File: config.mk
export PLATFORM = sky130hd
export DESIGN_NAME = relay_frame_checker_top_flat
export DESIGN_NICKNAME = d
export VERILOG_FILES = /design/src/hw/rtl/rfc_pkg.sv /design/src/hw/rtl/rfc_if.sv /design/src/hw/rtl/rfc_cfg_regs.sv /design/src/hw/rtl/rfc_frame_tracker.sv /design/src/hw/rtl/rfc_out_stage.sv /design/src/hw/rtl/relay_frame_checker_top.sv /design/src/flat_wrapper.sv
export SDC_FILE = /design/constraint.sdc
export NUM_CORES = 1
export LEC_CHECK = 0
export BUFFER_PORTS_ARGS = -buffer_cell sky130_fd_sc_hd__buf_2
export CAP_MARGIN = 40
export CORE_ASPECT_RATIO = 0.5
export CORE_MARGIN = 8
export CORE_UTILIZATION = 55
export DETAILED_ROUTE_END_ITERATION = 8
export HOLD_SLACK_MARGIN = 0.06
export PLACE_DENSITY = 0.72
export SLEW_MARGIN = 20
export SYNTH_ARGS = -nofsm -noshare
export SYNTH_HDL_FRONTEND = slang
export SYNTH_SLANG_ARGS = --single-unit
File: constraint.sdc
create_clock -name i_clk -period 5.9 [get_ports i_clk]
set_clock_uncertainty 0.15 [all_clocks]
set_input_delay 1.18 -clock i_clk [delete_from_list [all_inputs] [get_ports i_clk]]
set_output_delay 1.18 -clock i_clk [all_outputs]
set_load 0.02 [all_outputs]
File: src/hw/rtl/rfc_pkg.sv
// shared types, constants and the crc byte update for the relay frame checker
package rfc_pkg;

    // frame layout
    localparam int unsigned HEADER_BYTES = 9;
    localparam int unsigned CRC_BYTES    = 2;

    // byte position counter, saturating
    localparam int unsigned  POS_W   = 17;
    localparam logic [POS_W-1:0] POS_MAX = '1;

    // crc16 ccitt constants
    localparam logic [15:0] CRC_INIT = 16'hFFFF;
    localparam logic [15:0] CRC_POLY = 16'h1021;
    localparam logic [15:0] CRC_MSB  = 16'h8000;

    // configuration port
    localparam int unsigned CFG_IDX_W  = 1;
    localparam int unsigned CFG_DATA_W = 9;
    localparam logic [CFG_IDX_W-1:0] CFG_TYPE_FIRST_VALID   = 1'b0;
    localparam logic [CFG_IDX_W-1:0] CFG_TYPE_END_EXCLUSIVE = 1'b1;

    // result status codes
    typedef enum logic [1:0] {
        ST_OK        = 2'd0,
        ST_TOO_SHORT = 2'd1,
        ST_BAD_TYPE  = 2'd2,
        ST_CRC_ERR   = 2'd3
    } t_status;

    // configuration register set
    typedef struct packed {
        logic [7:0] type_first_valid;
        logic [8:0] type_end_exclusive;
    } t_cfg;

    // one result item
    typedef struct packed {
        t_status     status;
        logic [7:0]  msg_kind;
        logic [7:0]  hops_taken;
        logic [7:0]  hops_allowed;
        logic [31:0] origin_node;
        logic [15:0] body_length;
    } t_result;

    // crc16 ccitt update with one byte, msb first
    function automatic logic [15:0] crc_byte(input logic [15:0] crc, input logic [7:0] b);
        logic [15:0] c;
        c = crc ^ {b, 8'h00};
        for (int i = 0; i < 8; i++) begin
            if ((c & CRC_MSB) != 16'h0000) begin
                c = {c[14:0], 1'b0} ^ CRC_POLY;
            end else begin
                c = {c[14:0], 1'b0};
            end
        end
        return c;
    endfunction

endpackage

File: src/hw/rtl/rfc_if.sv
// byte input and result output channel interfaces

interface rfc_byte_if;
    logic       valid;
    logic       ready;
    logic [7:0] data_byte;
    logic       buffer_end;

    modport source (output valid, output data_byte, output buffer_end, input ready);
    modport sink   (input valid, input data_byte, input buffer_end, output ready);
endinterface

interface rfc_result_if;
    logic        valid;
    logic        ready;
    logic [1:0]  status;
    logic [7:0]  msg_kind;
    logic [7:0]  hops_taken;
    logic [7:0]  hops_allowed;
    logic [31:0] origin_node;
    logic [15:0] body_length;

    modport source (output valid, output status, output msg_kind, output hops_taken,
                    output hops_allowed, output origin_node, output body_length,
                    input ready);
    modport sink   (input valid, input status, input msg_kind, input hops_taken,
                    input hops_allowed, input origin_node, input body_length,
                    output ready);
endinterface

File: src/hw/rtl/rfc_cfg_regs.sv
// configuration registers for the accepted message type window
module rfc_cfg_regs (
    input  logic                           i_clk,
    input  logic                           i_rst_n,
    input  logic                           i_cfg_we,
    input  logic [rfc_pkg::CFG_IDX_W-1:0]  i_cfg_index,
    input  logic [rfc_pkg::CFG_DATA_W-1:0] i_cfg_data,
    output rfc_pkg::t_cfg                  o_cfg
);
    import rfc_pkg::*;

    t_cfg r_cfg;

    // register writes
    always_ff @(posedge i_clk) begin
        if (!i_rst_n) begin
            r_cfg.type_first_valid   <= 8'd1;
            r_cfg.type_end_exclusive <= 9'd256;
        end else if (i_cfg_we) begin
            case (i_cfg_index)
                CFG_TYPE_FIRST_VALID:   r_cfg.type_first_valid   <= i_cfg_data[7:0];
                CFG_TYPE_END_EXCLUSIVE: r_cfg.type_end_exclusive <= i_cfg_data[8:0];
                default: ;
            endcase
        end
    end

    assign o_cfg = r_cfg;

endmodule

File: src/hw/rtl/rfc_frame_tracker.sv
// frame state, header capture, crc and status for each byte transfer
module rfc_frame_tracker (
    input  logic             i_clk,
    input  logic             i_rst_n,
    input  logic             i_xfer,
    input  logic [7:0]       i_data_byte,
    input  logic             i_buffer_end,
    input  rfc_pkg::t_cfg    i_cfg,
    output logic             o_res_valid,
    output rfc_pkg::t_result o_res
);
    import rfc_pkg::*;

    localparam logic [POS_W-1:0] HDR_END = POS_W'(HEADER_BYTES);
    localparam logic [POS_W-1:0] HDR_LAST = POS_W'(HEADER_BYTES - 1);

    logic [POS_W-1:0] r_pos,       n_pos;
    logic [15:0]      r_crc,       n_crc;
    logic [15:0]      r_frame_crc, n_frame_crc;
    logic [15:0]      r_rx_crc,    n_rx_crc;
    logic [63:0]      r_hdr,       n_hdr;
    logic [7:0]       r_kind,      n_kind;
    logic             r_complete,  n_complete;

    logic [POS_W-1:0] region;
    logic [15:0]      crc_upd;
    logic             type_bad;

    assign crc_upd = crc_byte(r_crc, i_data_byte);
    assign region  = HDR_END + POS_W'(r_hdr[15:0]);

    // next frame state for the byte on the input
    always_comb begin
        n_pos       = (r_pos != POS_MAX) ? r_pos + 1'b1 : r_pos;
        n_crc       = r_crc;
        n_frame_crc = r_frame_crc;
        n_rx_crc    = r_rx_crc;
        n_hdr       = r_hdr;
        n_kind      = r_kind;
        n_complete  = r_complete;
        if (r_pos < HDR_END) begin
            n_crc = crc_upd;
            case (r_pos[3:0])
                4'd0:    n_kind        = i_data_byte;
                4'd1:    n_hdr[63:56]  = i_data_byte;
                4'd2:    n_hdr[55:48]  = i_data_byte;
                4'd3:    n_hdr[47:40]  = i_data_byte;
                4'd4:    n_hdr[39:32]  = i_data_byte;
                4'd5:    n_hdr[31:24]  = i_data_byte;
                4'd6:    n_hdr[23:16]  = i_data_byte;
                4'd7:    n_hdr[15:8]   = i_data_byte;
                4'd8:    n_hdr[7:0]    = i_data_byte;
                default: ;
            endcase
        end else if (r_pos < region) begin
            n_crc = crc_upd;
        end else if (r_pos == region) begin
            n_frame_crc = r_crc;
            n_rx_crc    = {i_data_byte, 8'h00};
        end else if (r_pos == region + 1'b1) begin
            n_rx_crc[7:0] = i_data_byte;
            n_complete    = 1'b1;
        end
    end

    // status with precedence: short header, type window, short frame, crc
    assign type_bad = (n_kind < i_cfg.type_first_valid) ||
                      ({1'b0, n_kind} >= i_cfg.type_end_exclusive);

    always_comb begin
        if (r_pos < HDR_LAST) begin
            o_res.status = ST_TOO_SHORT;
        end else if (type_bad) begin
            o_res.status = ST_BAD_TYPE;
        end else if (!n_complete) begin
            o_res.status = ST_TOO_SHORT;
        end else if (n_frame_crc != n_rx_crc) begin
            o_res.status = ST_CRC_ERR;
        end else begin
            o_res.status = ST_OK;
        end
        o_res.msg_kind     = n_kind;
        o_res.hops_taken   = n_hdr[63:56];
        o_res.hops_allowed = n_hdr[55:48];
        o_res.origin_node  = n_hdr[47:16];
        o_res.body_length  = n_hdr[15:0];
    end

    assign o_res_valid = i_xfer && i_buffer_end;

    // state update, back to frame start after the final byte
    always_ff @(posedge i_clk) begin
        if (!i_rst_n || (i_xfer && i_buffer_end)) begin
            r_pos       <= '0;
            r_crc       <= CRC_INIT;
            r_frame_crc <= '0;
            r_rx_crc    <= '0;
            r_hdr       <= '0;
            r_kind      <= '0;
            r_complete  <= 1'b0;
        end else if (i_xfer) begin
            r_pos       <= n_pos;
            r_crc       <= n_crc;
            r_frame_crc <= n_frame_crc;
            r_rx_crc    <= n_rx_crc;
            r_hdr       <= n_hdr;
            r_kind      <= n_kind;
            r_complete  <= n_complete;
        end
    end

endmodule

File: src/hw/rtl/rfc_out_stage.sv
// result register toward the output channel
module rfc_out_stage (
    input  logic             i_clk,
    input  logic             i_rst_n,
    input  logic             i_res_valid,
    input  rfc_pkg::t_result i_res,
    output logic             o_can_take,
    rfc_result_if.source     o_out
);
    import rfc_pkg::*;

    logic    r_valid;
    t_result r_res;

    // register is free when empty or drained in this cycle
    assign o_can_take = !r_valid || o_out.ready;

    always_ff @(posedge i_clk) begin
        if (!i_rst_n) begin
            r_valid <= 1'b0;
        end else if (o_can_take) begin
            r_valid <= i_res_valid;
        end
    end

    // payload, no reset
    always_ff @(posedge i_clk) begin
        if (o_can_take && i_res_valid) begin
            r_res <= i_res;
        end
    end

    assign o_out.valid        = r_valid;
    assign o_out.status       = r_res.status;
    assign o_out.msg_kind     = r_res.msg_kind;
    assign o_out.hops_taken   = r_res.hops_taken;
    assign o_out.hops_allowed = r_res.hops_allowed;
    assign o_out.origin_node  = r_res.origin_node;
    assign o_out.body_length  = r_res.body_length;

endmodule

File: src/hw/rtl/relay_frame_checker_top.sv
// relay frame checker top level: byte stream in, one frame result per buffer out
//
//  channel   dir  payload                                         handshake
//  i_in      in   data_byte[8], buffer_end[1]                     valid / ready
//  o_out     out  status[2], msg_kind[8], hops_taken[8],
//                 hops_allowed[8], origin_node[32], body_length[16] valid / ready
//  cfg       in   i_cfg_we, i_cfg_index[1], i_cfg_data[9]         write only
//
//  one byte per cycle; the crc byte update and the header capture sit between the
//  frame state registers, and the result lands in the output register in the cycle
//  after the final byte.
//  synchronous active-low reset clears the frame state, config to its defaults.
//  input stalls only while the output register holds a result not yet taken.
module relay_frame_checker_top (
    input  logic                           i_clk,
    input  logic                           i_rst_n,
    input  logic                           i_cfg_we,
    input  logic [rfc_pkg::CFG_IDX_W-1:0]  i_cfg_index,
    input  logic [rfc_pkg::CFG_DATA_W-1:0] i_cfg_data,
    rfc_byte_if.sink                       i_in,
    rfc_result_if.source                   o_out
);
    import rfc_pkg::*;

    t_cfg    cfg;
    t_result res;
    logic    res_valid;
    logic    can_take;
    logic    xfer;

    assign i_in.ready = can_take;
    assign xfer       = i_in.valid && can_take;

    // configuration registers
    rfc_cfg_regs u_cfg (
        .i_clk       (i_clk),
        .i_rst_n     (i_rst_n),
        .i_cfg_we    (i_cfg_we),
        .i_cfg_index (i_cfg_index),
        .i_cfg_data  (i_cfg_data),
        .o_cfg       (cfg)
    );

    // frame tracking per byte transfer
    rfc_frame_tracker u_track (
        .i_clk        (i_clk),
        .i_rst_n      (i_rst_n),
        .i_xfer       (xfer),
        .i_data_byte  (i_in.data_byte),
        .i_buffer_end (i_in.buffer_end),
        .i_cfg        (cfg),
        .o_res_valid  (res_valid),
        .o_res        (res)
    );

    // result register
    rfc_out_stage u_out (
        .i_clk       (i_clk),
        .i_rst_n     (i_rst_n),
        .i_res_valid (res_valid),
        .i_res       (res),
        .o_can_take  (can_take),
        .o_out       (o_out)
    );

endmodule
File: src/flat_wrapper.sv
// flat-port wrapper written by rule: the top's interface ports become plain ports
module relay_frame_checker_top_flat import rfc_pkg::*;
  (i_clk, i_rst_n, i_cfg_we, i_cfg_index, i_cfg_data, i_in_valid, i_in_data_byte, i_in_buffer_end, i_in_ready, o_out_valid, o_out_status, o_out_msg_kind, o_out_hops_taken, o_out_hops_allowed, o_out_origin_node, o_out_body_length, o_out_ready);
  rfc_byte_if i_in_i ();
  rfc_result_if o_out_i ();
  input  logic i_clk;
  input  logic i_rst_n;
  input  logic i_cfg_we;
  input  logic [rfc_pkg::CFG_IDX_W-1:0] i_cfg_index;
  input  logic [rfc_pkg::CFG_DATA_W-1:0] i_cfg_data;
  input wire logic [$bits(i_in_i.valid)-1:0] i_in_valid;
  input wire logic [$bits(i_in_i.data_byte)-1:0] i_in_data_byte;
  input wire logic [$bits(i_in_i.buffer_end)-1:0] i_in_buffer_end;
  output wire logic [$bits(i_in_i.ready)-1:0] i_in_ready;
  output wire logic [$bits(o_out_i.valid)-1:0] o_out_valid;
  output wire logic [$bits(o_out_i.status)-1:0] o_out_status;
  output wire logic [$bits(o_out_i.msg_kind)-1:0] o_out_msg_kind;
  output wire logic [$bits(o_out_i.hops_taken)-1:0] o_out_hops_taken;
  output wire logic [$bits(o_out_i.hops_allowed)-1:0] o_out_hops_allowed;
  output wire logic [$bits(o_out_i.origin_node)-1:0] o_out_origin_node;
  output wire logic [$bits(o_out_i.body_length)-1:0] o_out_body_length;
  input wire logic [$bits(o_out_i.ready)-1:0] o_out_ready;
  assign i_in_i.valid = i_in_valid;
  assign i_in_i.data_byte = i_in_data_byte;
  assign i_in_i.buffer_end = i_in_buffer_end;
  assign i_in_ready = i_in_i.ready;
  assign o_out_valid = o_out_i.valid;
  assign o_out_status = o_out_i.status;
  assign o_out_msg_kind = o_out_i.msg_kind;
  assign o_out_hops_taken = o_out_i.hops_taken;
  assign o_out_hops_allowed = o_out_i.hops_allowed;
  assign o_out_origin_node = o_out_i.origin_node;
  assign o_out_body_length = o_out_i.body_length;
  assign o_out_i.ready = o_out_ready;
  relay_frame_checker_top u_core (.i_clk(i_clk), .i_rst_n(i_rst_n), .i_cfg_we(i_cfg_we), .i_cfg_index(i_cfg_index), .i_cfg_data(i_cfg_data), .i_in(i_in_i), .o_out(o_out_i));
endmodule
After elaboration in Yosys (flattened, before gate mapping)
Index checks and enable logic that the tools add are counted.
Word-level totals
  output and inout bits: 76
  flip-flop bits (word level): 230
  input port bits: 24
  word-level logic and storage cells: 96
Cells by class
  bitwise gates (word level): 10
  multiplexer cells: 36
  add/sub/neg operators: 3
  $lt $le $gt $ge: 5
  eq/ne operators: 12
  reductions and logical operators: 14
Operators with widths (number)
  $mux 16: 7
  $mux 13: 8
  $mux 8: 13
  $mux 64: 1
  $add 17x1->17 const B: 2
  $eq 17x17->1: 2
  $lt 17x4->1 const B: 2
  $not 3->3: 8
  $add 4x16->17 const A: 1
  $lt 17x17->1: 1
  $ne 17x17->1 const B: 1
  $eq 4x3->1 const B: 4
  $ne 16x16->1: 1
  $xor 16x16->16: 1
  $ge 8x9->1: 1
  $eq 4x2->1 const B: 2
  $lt 8x8->1: 1
  $reduce_and 2->1: 4
  $mux 2: 3
  $eq 4x1->1 const B: 1
  $eq 4x4->1 const B: 1
  $logic_not 4->1: 1
  $mux 1: 4
  $logic_and 1x1->1: 3
  other kinds (4): 7

Longest topological paths before layout
  depth in word-level cells: 19
  gate-level depth with buffers: 19
  gate-level depth less buffers: 17

Modules after synthesis
A second synthesis with hierarchy kept.
Unflattened totals
  cell total of the unflattened synthesis: 1153
  area total of the unflattened synthesis: 11639.9 um^2
By module, submodules not included
  rfc_frame_tracker: cells an instance 1004, sequential area each 2762.6 um^2, area each 8674.6 um^2, instances 1
  rfc_out_stage: cells an instance 79, sequential area each 2242.2 um^2, area each 2279.7 um^2, instances 1
  rfc_cfg_regs: cells an instance 69, sequential area each 340.3 um^2, area each 679.4 um^2, instances 1
  relay_frame_checker_top: cells an instance 1, sequential area each 0.0 um^2, area each 6.3 um^2, instances 1

Least setup slack after synthesis
Ideal clock, no wire load.
  kind: reg-to-reg
  from: reg u_core.u_track.r_hdr[1]
  to: reg u_core.u_out.r_res (netlist bit u_core.u_out.o_out.status[0]), data pin
  arrival time: 4315 ps
  path buffers: 2
  cell stages (with the launch flop): 20
  clock period less this slack: 4732 ps
  data required time: 5483 ps
  slack: 1168 ps
  library setup time: 267 ps
  cells stage by stage: dfxtp_1 -> ha_1 -> buf_4 -> a21oi_1 -> or4_4 -> xnor2_4 -> inv_1 -> ha_1 -> a21oi_1 -> o21ai_0 -> a211oi_1 -> a31oi_1 -> nand4_1 -> clkbuf_1 -> mux2i_1 -> o221ai_1 -> a2111o_1 -> o311a_1 -> a211oi_1 -> a31oi_1
Between the ends
  word-level cells in the longest chain between the ends: 11
  elaborated cells on any way between the ends: 21
  those cells by class: add/sub: 2; order compare: 1; eq/ne: 3; mux: 15
Ends and longest elaborated chain
  start: declaration: line rfc_frame_tracker.sv:21  | logic [63:0] r_hdr, n_hdr;
  start signal: assignment: line rfc_frame_tracker.sv:106  | r_hdr <= n_hdr;
  $add 4x16->17 (*): line rfc_frame_tracker.sv:30  | assign region = HDR_END + POS_W'(r_hdr[15:0]);
  $add 17x1->17: line rfc_frame_tracker.sv:60  | end else if (r_pos == region + 1'b1) begin
  $eq 17x17->1: line rfc_frame_tracker.sv:60
  $mux 8: line rfc_frame_tracker.sv:60
  $mux 8: line rfc_frame_tracker.sv:57  | end else if (r_pos == region) begin
  $mux 16: line rfc_frame_tracker.sv:55  | end else if (r_pos < region) begin
  $mux 16: line rfc_frame_tracker.sv:41  | if (r_pos < HDR_END) begin
  $ne 16x16->1: line rfc_frame_tracker.sv:77  | end else if (n_frame_crc != n_rx_crc) begin
  $mux 2: line rfc_frame_tracker.sv:77
  $mux 2 (*): line rfc_frame_tracker.sv:75  | end else if (!n_complete) begin
  $mux 2 (*): line rfc_frame_tracker.sv:73  | end else if (type_bad) begin
  end signal: assignment: line rfc_out_stage.sv:29  | r_res <= i_res;
  end: declaration: line rfc_out_stage.sv:13  | t_result r_res;
Mark *: on every way between the ends. The rest lies on a longest branch, timed or not.
A chain may end at the register's enable or synchronous reset.

Worst setup path after layout
  from: reg u_core.u_track.r_hdr[0]
  to: reg u_core.u_out.r_res (netlist bit u_core.u_out.o_out.status[1]), data pin
Same word-level chain as after synthesis.

==> impl_metrics.json <==
{
  "insertion_delay_ns": 0.51,
  "first_global_vias": 8953,
  "status": "complete, no violations",
  "via_per_inst": 5.784,
  "ant_nets": 0,
  "min_path_type": "reg -> reg",
  "route.detailed.drc": 0,
  "synth_seq_cells": 230,
  "layout_min_cycle_time_ns": 5.415,
  "rsz0062_at_grt": "no",
  "htreeDepth": 1,
  "p_leak_nw": 5.019,
  "clk_pin_slew_ns": 0.07,
  "dp_hpwl_um": 20470,
  "gp_congestion": 0.8952,
  "fmax_ghz": 0.1847,
  "timing_worst_setup_path_type": "reg -> reg",
  "pin_count": 100,
  "critPathCaptureType": "flip-flop",
  "syn-instance-count": 1239,
  "cts_sinks": 230,
  "r2r_cells": 17,
  "antennaDiodeCount": 0,
  "synth_flop_cell": "dfxtp_1",
  "slew_headroom_pct": 42.69,
  "setup_viol": 0,
  "r2r_end": "u_core.u_out.o_out.status[1]",
  "startpoint_type": "flip-flop",
  "cts-root-buf": "clkbuf_16",
  "slew_violations": 0,
  "fin_tns_setup_ns": 0,
  "reg2reg_from": "u_core.u_track.r_hdr[0]",
  "grt_max_degree": 78,
  "grt_pass1_wl_um": 48220,
  "antenna_found_initial": 0,
  "design.core.area_um2": 20550,
  "worstPathArrival_ns": 5.51,
  "numCtsBuffers": 22,
  "fin_nets": 1364,
  "dr.first_iter.drc_count": 641,
  "yosys_warnings": 0,
  "cp.required_ns": 6.00,
  "fp-row-count": 37,
  "async_reset_ff_share_pct": 0,
  "cts_tree": "done",
  "wire_per_inst_um": 18.77,
  "syn_area_um2": 11550,
  "crit_path_end": "u_core.u_out.o_out.status[1]",
  "syn-num-nets": 1302,
  "crit_start": "u_core.u_track.r_hdr[0]",
  "drive_above_1_share_pct": 18.45,
  "design_area_um2": 13050,
  "worstMarginPinSlew_ns": 0.8559,
  "power_mw": 3.680,
  "synth_edf_count": 74,
  "die_w_um": 221.0,
  "ys_seq_area_share_pct": 46.26,
  "post_dp_cell_area_um2": 12210,
  "reg2reg_slack_ns": 0.48,
  "maxCapViolCount": 0,
  "initial_utilization_pct": 56.21,
  "first_pass_iters": 7,
  "path_max_fanout": 12,
  "port_buffers": 99,
  "report.final.hold_viol_count": 0,
  "num_vias": 9196,
  "area_delta_synth_final_pct": 12.96,
  "grt_util_all_layers_pct": 22.01,
  "overflow": 0,
  "drt-total-wl_um": 29840,
  "yosysUniqueCellTypes": 79,
  "cellPowerDensity_nw_per_um2": 282.0,
  "cts_buffer_depth": 3,
  "peakVddDrop_mv": 0.2343,
  "die_area_um2": 26180,
  "final.period_utilization_pct": 91.78,
  "die_h_um": 118.5,
  "synth_area_per_cell_um2": 9.325
}
==> metrics by stage <==
step | setup slack [ns] | hold WS, ns | util (%) | cells
2_1_floorplan | 1.168 | 0.2819 | - | 1239
3_5_place_dp | 0.2720 | 0.2960 | 59.38 | 1546
4_1_cts | 0.2406 | 0.3057 | 63.20 | 1586
5_1_grt | 0.06558 | 0.3245 | 63.50 | 1590
3_3_place_gp | 0.4897 | 0.2887 | 59.28 | 1545
6_report | 0.4850 | 0.3048 | 63.50 | 1590
==> worst max-delay path, stage by stage, from the launching register on <==
cell and delay [ns]:
dfxtp_1 0.56, ha_1 0.40, a21oi_1 0.26, or4_4 0.59, xnor2_4 0.21, inv_1 0.08, ha_1 0.31, nand2_1 0.07
o211ai_1 0.22, a211oi_1 0.11, a31oi_1 0.26, nand2_1 0.15, nor4_2 0.28, nand4_4 0.21, or2_0 0.42, or3_1 0.44
a221oi_2 0.31, a31oi_1 0.13
==> synth_stat cells (4+ instances only) <==
library cell,count,share of area (%)
or3_1,7,0.38
nor3_1,55,2.4
a21o_1,9,0.58
nand2_1,210,6.8
nor2b_1,6,0.32
and2_1,4,0.22
clkbuf_1,61,2.0
nor2_1,127,4.1
a211oi_1,12,0.78
nor4_1,12,0.65
ha_1,39,4.2
a31oi_1,5,0.27
nand4_1,16,0.87
inv_1,37,1.2
mux2i_1,12,1.0
buf_2,5,0.22
xnor2_1,41,3.1
o211ai_1,16,1.0
buf_1,6,0.19
nor3b_1,5,0.32
mux2_2,66,6.4
nand3_1,11,0.48
xor2_1,38,2.9
a21boi_0,19,1.2
nand2b_1,7,0.38
edfxtp_1,74,19
o21ai_0,21,0.91
a21oi_1,74,3.2
dfxtp_1,156,27
and3_1,9,0.49
==> power breakdown <==
part	switching [mW]	internal, mW
Sequential	0.0409	1.70
Clock	0.630	0.912
Combinational	0.252	0.144
Total	0.923	2.76
==> final cells by class <==
type | count | area, um^2
well taps | 273 | 341.6
flip-flops and latches | 230 | 5345
clock inverters | 11 | 177.7
clock buffers | 29 | 608.1
repair buffers | 115 | 643.1
fillers | 1727 | 7503
multi-input cells | 895 | 5797
inverters | 37 | 138.9
==> kinds of logic after synthesis <==
family                   synth area share [%]
XOR/XNOR                                6.812
flip-flops                              46.26
AO/OA/AOI/OAI                           11.50
AND/OR/NAND/NOR                         19.80
buffers and inverters                   3.931
multiplexers                            7.472
adder cells (fa/ha/maj)                 4.224
==> routing by layer <==
layer	share of wire (%)	wire length, um	global-route usage, %
met2	47	13960	37.06
met5	0	0	0
met4	2.1	616	5.143
met3	5.3	1594	3.776
met1	46	13670	29.44
==> how the worst min path moves through the flow <==
stage | start | endpoint | depth (start not counted)
6_report | u_core.u_track.r_rx_crc[5] | u_core.u_track.r_rx_crc[5] | 2
5_1_grt | u_core.u_track.r_kind[4] | u_core.u_track.r_kind[4] | 2
4_1_cts | u_core.u_track.r_hdr[33] | u_core.u_track.r_hdr[33] | 2
3_5_place_dp | u_core.u_track.r_hdr[39] | u_core.u_track.r_hdr[39] | 2
3_3_place_gp | u_core.u_track.r_hdr[33] | u_core.u_track.r_hdr[33] | 2
2_1_floorplan | u_core.u_track.r_rx_crc[3] | u_core.u_track.r_rx_crc[3] | 2
==> flip-flops by register name (all words and copies together) (netlist names) <==
name,count
u_core.u_out.o_out.origin_node,32
u_core.u_track.r_kind,8
u_core.u_cfg.o_cfg,17
u_core.u_out.o_out.msg_kind,8
u_core.u_track.r_frame_crc,16
u_core.u_track.r_crc,16
u_core.u_track.r_hdr,64
u_core.u_track.r_rx_crc,16
u_core.u_out.o_out.valid,1
u_core.u_out.o_out.hops_allowed,8
u_core.u_track.r_complete,1
u_core.u_out.o_out.body_length,16
u_core.u_out.o_out.hops_taken,8
u_core.u_track.r_pos,17
u_core.u_out.o_out.status,2
==> placed cells by master (no fill, tap or decap), types with 10 or more instances in the layout <==
cell / instances
buf_2: 99
xor2_1: 38
o21ai_0: 21
buf_4: 14
xnor2_1: 41
nand3_1: 11
nor4_1: 10
mux2i_1: 11
mux2_2: 66
ha_1: 39
inv_1: 36
nor3_1: 54
a21oi_1: 74
nand2_1: 208
clkbuf_16: 23
a211oi_1: 12
dfxtp_1: 156
a21boi_0: 19
o211ai_1: 16
nor2_1: 127
nand4_1: 16
edfxtp_1: 74
==> repair_timing <==
action | CTS | global route
hold buffers | 0 | 0
setup endpoints to repair | 0 | 2
endpoints found under the hold margin | 0 | 0
resized for setup | 0 | 2
buffers inserted | 0 | 3
Power figures use the tool's default switching activity.
